==> config.mk <==
export PLATFORM = sky130hd
export DESIGN_NAME = tcw_cursor
export DESIGN_NICKNAME = d
export VERILOG_FILES = /design/src/hdl/tcw_pkg.sv /design/src/hdl/tcw_cursor.sv
export SDC_FILE = /design/constraint.sdc
export NUM_CORES = 1
export LEC_CHECK = 0
export BUFFER_PORTS_ARGS = -buffer_cell sky130_fd_sc_hd__buf_4
export CELL_PAD_IN_SITES_DETAIL_PLACEMENT = 2
export CELL_PAD_IN_SITES_GLOBAL_PLACEMENT = 2
export CORE_MARGIN = 4
export CORE_UTILIZATION = 32
export DETAILED_ROUTE_END_ITERATION = 8
export PLACE_DENSITY = 0.85
export SETUP_SLACK_MARGIN = 0.4
export SLEW_MARGIN = 30
export SYNTH_ARGS = -nofsm -noshare
export SYNTH_HDL_FRONTEND = slang
export SYNTH_SLANG_ARGS = --single-unit
==> constraint.sdc <==
create_clock -name vclk -period 6
set_clock_uncertainty 0.05 [all_clocks]
set_input_delay 0.6 -clock vclk [all_inputs]
set_output_delay 0.6 -clock vclk [all_outputs]
set_load 0.1 [all_outputs]
==> src/hdl/tcw_pkg.sv <==
// Shared types and constants for the text console writer.
// Holds the control state encoding, command and character codes, and word widths.
// No dependencies.
`default_nettype none

package tcw_pkg;

  typedef enum logic [2:0] {
    ST_CLEAR,
    ST_IDLE,
    ST_READ,
    ST_COPY,
    ST_FILL
  } tcw_state_t;

  localparam logic CMD_PUT  = 1'b0;
  localparam logic CMD_READ = 1'b1;

  localparam logic [7:0] CH_BS    = 8'd8;
  localparam logic [7:0] CH_LF    = 8'd10;
  localparam logic [7:0] CH_CR    = 8'd13;
  localparam logic [7:0] CH_SPACE = 8'd32;
  localparam logic [7:0] CH_DEL   = 8'd127;

  localparam int CHAR_W  = 8;
  localparam int ADDR_W  = 12;
  localparam int IN_W    = 24;
  localparam int OUT_W   = 24;

endpackage

`default_nettype wire

==> src/hdl/tcw_cursor.sv <==
// Cursor update for one put command: control codes, advance, and scroll detection.
// Depends on tcw_pkg for the character codes.
`default_nettype none

module tcw_cursor #(
  parameter int ROW_CELLS    = 128,
  parameter int SCREEN_CELLS = 4096
) (
  input  wire logic [$clog2(SCREEN_CELLS+1)-1:0] cursor,
  input  wire logic [$clog2(ROW_CELLS)-1:0]      col,
  input  wire logic [tcw_pkg::CHAR_W-1:0]        character,
  output logic      [$clog2(SCREEN_CELLS+1)-1:0] cursor_nxt,
  output logic      [$clog2(ROW_CELLS)-1:0]      col_nxt,
  output logic                                   store,
  output logic                                   scroll
);
  import tcw_pkg::*;

  localparam int CW = $clog2(SCREEN_CELLS + 1);
  localparam int COLW = $clog2(ROW_CELLS);
  localparam int SCROLL_CUR = SCREEN_CELLS - 2 * ROW_CELLS;
  localparam int SCROLL_COL = SCROLL_CUR % ROW_CELLS;

  logic [CW-1:0]   cur_tmp;
  logic [COLW-1:0] col_tmp;

  always_comb begin
    cur_tmp = cursor;
    col_tmp = col;
    store   = 1'b0;
    case (character) inside
      CH_BS, CH_DEL: begin
        if (col != '0) begin
          cur_tmp = cursor - CW'(1);
          col_tmp = col - COLW'(1);
        end
      end
      CH_CR: begin
        cur_tmp = cursor - CW'(col);
        col_tmp = '0;
      end
      CH_LF: begin
        cur_tmp = cursor - CW'(col) + CW'(ROW_CELLS);
        col_tmp = '0;
      end
      default: begin
        store   = 1'b1;
        cur_tmp = cursor + CW'(1);
        col_tmp = (col == COLW'(ROW_CELLS - 1)) ? '0 : col + COLW'(1);
      end
    endcase
    scroll = (cur_tmp >= CW'(SCREEN_CELLS - ROW_CELLS));
    if (scroll) begin
      cursor_nxt = CW'(SCROLL_CUR);
      col_nxt    = COLW'(SCROLL_COL);
    end else begin
      cursor_nxt = cur_tmp;
      col_nxt    = col_tmp;
    end
  end

endmodule

`default_nettype wire

==> results of run 1 <==
==> power by group <==
part	switching [mW]	internal [mW]	total, mW
clock network	0	0	0
logic	0.173	0.0743	0.247
registers	0	0	0
total	0.173	0.0743	0.247
==> Yosys cell counts, types with 2 or more instances <==
cell type,count
nor2_1,47
nand2_1,31
a21oi_1,19
xnor2_1,19
inv_1,18
nor3_1,17
ha_1,13
a211oi_1,12
nand3_1,11
clkbuf_1,8
nand2b_1,8
o21ai_0,8
nand4_1,7
o22ai_1,5
xor2_1,5
a21o_1,4
a221oi_1,4
and3_1,4
mux2i_1,3
nor4_1,3
o211ai_1,3
o221ai_1,3
or2_2,3
or3_1,3
a2111oi_4,2
a21oi_2,2
a221o_1,2
a22oi_1,2
a311oi_1,2
and4b_1,2
buf_4,2
buf_6,2
nand3b_1,2
o41ai_1,2
==> placed cells by master, fill, tap and decap left out, drive strengths merged, types with 5 or more instances in the layout <==
master,count
buf,51
nor2,47
nand2,31
a21oi,21
xnor2,19
inv,18
nor3,17
ha,13
a211oi,13
nand3,11
nand2b,9
o21ai,8
nand4,7
xor2,5
o22ai,5
==> layer usage <==
layer | vias up | track usage [%]
li1 | 1206 | -
met1 | 1225 | 32.1
met2 | 60 | 38.9
met3 | 6 | 0.475
met4 | 0 | 2.41
met5 | - | 0
==> timing repair <==
| item | CTS | global route |
|---|---|---|
| setup buffers | 0 | 1 |
| setup endpoints to repair | 0 | 16 |
| hold endpoints to repair | 0 | 0 |
==> how the worst min path moves through the flow <==
| stage | end | slack (ns) | cells after the start |
|---|---|---|---|
| 2_1_floorplan | col_nxt[5] | 1.60 | 2 |
| 3_3_place_gp | col_nxt[3] | 1.62 | 4 |
| 3_5_place_dp | col_nxt[3] | 1.63 | 4 |
| 4_1_cts | col_nxt[3] | 1.63 | 4 |
| 5_1_grt | col_nxt[3] | 1.65 | 4 |
| 6_report | col_nxt[3] | 1.62 | 4 |
==> layout make-up <==
cell class	count	area (µm²)
well taps	75	93.8
multi-input cells	273	1850
fillers	758	3550
repair buffers	51	395
inverters	18	67.6
==> metrics by stage <==
step,hold slack (ns),utilization [%]
after CTS,1.63,40.0
after global routing,1.65,40.4
after global placement,1.62,40.0
after detailed placement,1.63,40.0
final,1.62,40.4
after floorplan,1.60,-
==> worst max-delay path: cells and delay by family <==
| family | cells | cell delay (ns) |
|---|---|---|
| adder cells (fa/ha/maj) | 3 | 0.88 |
| XOR/XNOR | 1 | 0.16 |
| AO/OA/AOI/OAI | 8 | 1.52 |
| buffers and inverters | 4 | 0.65 |
| AND/OR/NAND/NOR | 4 | 0.79 |
==> cell families (layout without fill, tap and decap cells) <==
group	Yosys count	count (layout)	synth area share (%)
simple gates	147	147	37.5
compound gates	83	83	32.8
buf+inv	31	69	7.07
xor+xnor	24	24	10.6
fa+ha+maj	14	14	9.22
mux	4	4	2.65
other cells	1	1	0.189
==> metrics.md, run 1 <==
| Metric | Value |
|---|---|
| Synth area leaders | nor2_1, xnor2_1, ha_1 |
| N_diodes | 0 |
| Initial antenna violation count | 0 |
| Vias in the first global route | 2674 |
| Initial drt markers | 138 |
| Power Density | 103 mW/mm² |
| TritonRoute pass-1 iters | 4 |
| Initial Util | 33.3% |
| Layout clock buffers | 0 |
| DR WL met2 | 3.91 mm |
| Worst slack, placed | 0.513 ns |
| Worst min-delay path class | in2out |
| Vias per inst | 5.99 |
| Final non-filler cell total | 417 |
| Mapped cell area | 0.00198 mm² |
| Worst-margin pin slew | 0.810 ns |
| Layout area overhead | 21.4% |
| Global route overflow | 0 |
| Req. time, crit path | 5.35 ns |
| Total track usage | 22.5% |
| Sequential cells | 0 |
| Detailed Route WL | 8.43 mm |
| # setup viols final | 0 |
| Setup crit end | cursor_nxt[2] |
| Worst Slack Setup Final | 0.749 ns |
| Pwr Total | 0.247 mW |
| PortBufs | 49 |
| Die height | 86.7 µm |
| Fin. max-slew vios | 0 |
| Area fraction of the dominant cell type after synthesis | 8.91% |
| Crit path DAT | 4.60 ns |
| Maximum clock frequency | 190 MHz |
| Num rows | 28 |
| Worst Setup SP | cursor[0] |
| Layout cells sized above 1 | 20.2% |
| Setup TNS | 0 ns |
| WL met1 | 4.05 mm |
| DRC viols | 0 |
| Outcome | finished, final reports clean |
| Final hold vios | 0 |
| CP Capture Type | output pin |
| Max IR drop VDD | 0.0530 mV |
| DP Cell Count | 416 |
| Hpwl dp | 6.90 mm |
| Crit path top cell by count | a21o_1 |
| Register area share after synthesis | 0% |
| Crit share post-route | 87.5% |
| # hold bufs at CTS | 0 |
| Slowest CP cell | fa_1 |
| Largest net degree at the start of global routing | 18 |
| Routed Antenna Nets | 0 |
| Min Tclk post-route | 5.25 ns |
| Metal3 WL | 398 µm |
| Sequential Area | 0 µm² |
| Pleak | 0.976 nW |
| Max incr delay on CP | 0.38 ns |
| RSZ-0062 raised after global routing | false |
| Max layer used | met4 |
| Synth Warn # | 0 |
| NumNets Final | 386 |
| Hold path start | col[3] |
| Placement Cell Area | 0.00238 mm² |
| Avg Cell Area, Syn | 6.52 µm² |
| First-pass GRT wire length | 13.8 mm |
| Die area | 0.00751 mm² |
| Syn Inst Count | 304 |
| Avg WL per Cell | 20.2 µm |
| Post-CTS sizing | 0 |
| IO Pins | 50 |
| GP Congestion | 0.905 |
| Post-route cell area | 0.00240 mm² |
| CP Launch Type | primary input |
| Core area | 0.00596 mm² |
| CP Cell Sequence | buf_4 -> inv_1 -> ha_1 -> fa_1 -> nand2b_1 -> a21o_1 -> a21o_1 -> xnor2_1 -> ha_1 -> nand2b_1 -> nand3_1 -> a21oi_1 -> a21o_1 -> o221ai_1 -> o2bb2ai_1 -> or3_1 -> o31ai_4 -> buf_12 -> a311oi_2 -> buf_4 |
| Synth cell types | 60 |
| Dominant cell type by area after synthesis | nor2_1 |
| Max_cap viols | 0 |
| Die W | 86.7 µm |
| Crit Path Class | in2out |
| Critical path fanouts, max | 16 |
| Vias | 2497 |
| Worst rel slew slack | 45.5% |
| Syn Nets | 346 |
Power figures use the tool's default switching activity.
==> run 2: changes to the inputs <==
--- a/config.mk
+++ b/config.mk
@@ -5,13 +5,14 @@
 export SDC_FILE = /design/constraint.sdc
 export NUM_CORES = 1
 export LEC_CHECK = 0
+export ABC_AREA = 1
 export BUFFER_PORTS_ARGS = -buffer_cell sky130_fd_sc_hd__buf_4
 export CELL_PAD_IN_SITES_DETAIL_PLACEMENT = 2
 export CELL_PAD_IN_SITES_GLOBAL_PLACEMENT = 2
 export CORE_MARGIN = 4
-export CORE_UTILIZATION = 32
+export CORE_UTILIZATION = 31
 export DETAILED_ROUTE_END_ITERATION = 8
-export PLACE_DENSITY = 0.85
+export PLACE_DENSITY = 0.87
 export SETUP_SLACK_MARGIN = 0.4
 export SLEW_MARGIN = 30
 export SYNTH_ARGS = -nofsm -noshare
==> run 2 against run 1 <==
Synthesized area grew 11%. Combinational power grew 3%. Non-clock buffer count grew 1. Wire length grew 9.8%. Worst setup slack gained 0.93 ns. Flip-flop and latch count is the same. Clock-buffer cell count is the same. Via count grew 12%. Largest cell class unchanged. Largest power group unchanged.
==> metrics.md, run 2 <==
| Metric | Value |
|---|---|
| Outcome | finished, final reports clean |
| Vias | 2807 (+12%) |
| Post-synthesis simple-gate area fraction | 56.3% (+19 points) |
| WP buf/inv | 5 (+1) |
| Synth Warn # | 0 (unchanged) |
| Total track usage | 21.9% (-0.61 points) |
| Most frequent cells after synthesis | nand2_1, inv_1, nor2_1, nand3_1, xor2_1 |
| CP Capture Type | output pin |
| Post-CTS sizing | 0 (unchanged) |
| Core Util, Final | 38.8% (-1.6 points) |
| Sequential cells | 0 (unchanged) |
| Max_cap viols | 0 (unchanged) |
| Sequential Area | 0 µm² (unchanged) |
| Die height | 92.3 µm (+6.5%) |
| Die area | 0.00852 mm² (+13%) |
| # setup viols final | 0 (unchanged) |
| Worst min-delay path class | in2out |
| First-pass GRT wire length | 15.4 mm (+12%) |
| Crit path top cell by count | nand2_1 |
| Hold Path Depth | 5 (+1) |
| Worst-margin pin slew | 0.555 ns (-0.255 ns) |
| Die W | 92.3 µm (+6.5%) |
| Area fraction of the dominant cell type after synthesis | 17.4% (+8.5 points) |
| Hold path start | cursor[7] |
| Mux contribution to synthesized area | 0% (-2.7 points) |
| Adder-Cell Fraction of Synth Area | 8.29% (-0.93 points) |
| Layout area overhead | 20.3% |
| Hpwl dp | 7.93 mm (+15%) |
| Layout cells sized above 1 | 22.9% (+2.7 points) |
| Hold endpoint | cursor_nxt[7] |
| Vias in the first global route | 3102 (+16%) |
| Global route overflow | 0 (unchanged) |
| Register area share after synthesis | 0% (unchanged) |
| Routed Antenna Nets | 0 (unchanged) |
| # hold bufs at CTS | 0 (unchanged) |
| CP Cell Sequence | buf_4 -> inv_1 -> ha_1 -> fa_1 -> inv_1 -> nand2_1 -> nand2_1 -> nand3_2 -> nand2_1 -> nand2_1 -> nand2_2 -> ha_1 -> inv_1 -> nand2_1 -> nand3_1 -> a21oi_1 -> nand2_1 -> nor2_2 -> nand2_2 -> nand2_4 -> buf_4 |
| Crit share post-route | 72.1% (-15 points) |
| Avg Cell Area, Syn | 5.48 µm² (-16%) |
| CP Launch Type | primary input |
| Synth area leaders | nand2_1, inv_1, nand3_1 |
| Fin. max-slew vios | 0 (unchanged) |
| Crit Path Class | in2out |
| Initial drt markers | 79 (-43%) |
| Main combinational cell family by area after synthesis | simple AND/OR/NAND/NOR gates |
| Postcts setup bufs | 0 (unchanged) |
| Crit path DAT | 3.67 ns (-0.93 ns) |
| Syn Inst Count | 402 (+32%) |
| Avg WL per Cell | 17.1 µm (-15%) |
| Setup TNS | 0 ns (unchanged) |
| Core area | 0.00683 mm² (+15%) |
| Mapped cell area | 0.00220 mm² (+11%) |
| Detailed Route WL | 9.25 mm (+9.8%) |
| Syn Nets | 444 (+28%) |
| NumNets Final | 489 (+27%) |
| Delay-heaviest family, CP | simple AND/OR/NAND/NOR gates |
| Largest net degree at the start of global routing | 21 (+3) |
| Req. time, crit path | 5.35 ns (about the same) |
| Max incr delay on CP | 0.41 ns (+0.03 ns) |
| RSZ-0062 raised after global routing | false |
| Max IR drop VDD | 0.0577 mV (+9.0%) |
| Final hold vios | 0 (unchanged) |
| TritonRoute pass-1 iters | 4 (unchanged) |
| Worst Setup SP | cursor[0] |
| Pleak | 1.36 nW (+39%) |
| IO Pins | 50 (unchanged) |
| Min Tclk post-route | 4.32 ns (-0.927 ns) |
| Initial Util | 32.3% (-1.0 points) |
| XOR/XNOR Fraction of Synth Area | 8.35% (-2.3 points) |
| Layout clock buffers | 0 (unchanged) |
| N_diodes | 0 (unchanged) |
| Critical path fanouts, max | 16 (unchanged) |
| Area of the multi-input gates | 0.00191 mm² (+3.3%) |
| Most frequent cell after synthesis | nand2_1 |
| Power Density | 96.1 mW/mm² (-6.5%) |
| DRC viols | 0 (unchanged) |
| FILL cells | 915 (+21%) |
| Synth Area in Compound Gates | 13.5% (-19 points) |
| Commonest non-fill, non-tap cell in the layout | nand2_1 |
| Vias per inst | 5.19 (-13%) |
| Initial antenna violation count | 0 (unchanged) |
| Dominant cell type by area after synthesis | nand2_1 |
| Maximum clock frequency | 231 MHz (+21%) |
| Synth cell types | 43 (-28%) |
| GP Congestion | 0.849 (-6.2%) |
| Slowest CP cell | fa_1 |
| Worst rel slew slack | 62.6% (+17 points) |
| Num rows | 30 (+7.1%) |
| PortBufs | 49 (unchanged) |
| Most frequent cells in the layout | nand2_1, inv_1, buf_4 |
-- run 2: metrics by stage --
step                      std cells  total power [mW]  worst slack [ns]  cell area (µm²)  hold WS (ns)
final                           541             0.255              1.68             2650          1.78
after floorplan                 402             0.188              1.39             2200          1.49
after global routing            541             0.275              1.37             2650          1.82
after global placement          541             0.247              1.87             2650          1.78
after CTS                       541             0.256              1.66             2650          1.78
after detailed placement        541             0.255              1.67             2650          1.78
-- run 2: cell families after synthesis --
| family | Yosys count |
|---|---|
| AO/OA/AOI/OAI | 47 |
| XOR/XNOR | 21 |
| adder cells (fa/ha/maj) | 14 |
| buffers and inverters | 71 |
| other | 1 |
| AND/OR/NAND/NOR | 248 |
-- run 2: worst max-delay path by stage --
stage	cells past startpoint	end
5_1_grt	21	scroll
6_report	21	scroll
3_3_place_gp	21	scroll
2_1_floorplan	7	col_nxt[1]
4_1_cts	21	scroll
3_5_place_dp	21	scroll
-- run 2: layout make-up --
type / count / share of cell area [%]
multi-input cells: 331 / 72.0
repair buffers: 52 / 14.7
inverters: 62 / 8.78
well taps: 96 / 4.53
-- run 2: routing by layer --
| layer | GRT usage [%] | share of wire, % | wire [µm] |
|---|---|---|---|
| met1 | 26.5 | 44 | 4080 |
| met2 | 44.2 | 54 | 4960 |
| met3 | 0.0812 | 1.6 | 145 |
| met4 | 2.10 | 0.73 | 68 |
| met5 | 0 | 0 | 0 |
-- run 2: where the power goes --
group          total (mW)  switching [mW]  leakage [nW]  internal [mW]
sequential              0               0             0              0
combinational       0.255           0.186          1.36         0.0689
clock                   0               0             0              0
total               0.255           0.186          1.36         0.0689
-- run 2: tightest hold or removal path, delay by kind of cell --
kind | cells | cell delay, ns
and+or+nand+nor | 3 | 0.25
buffers and inverters | 2 | 0.37
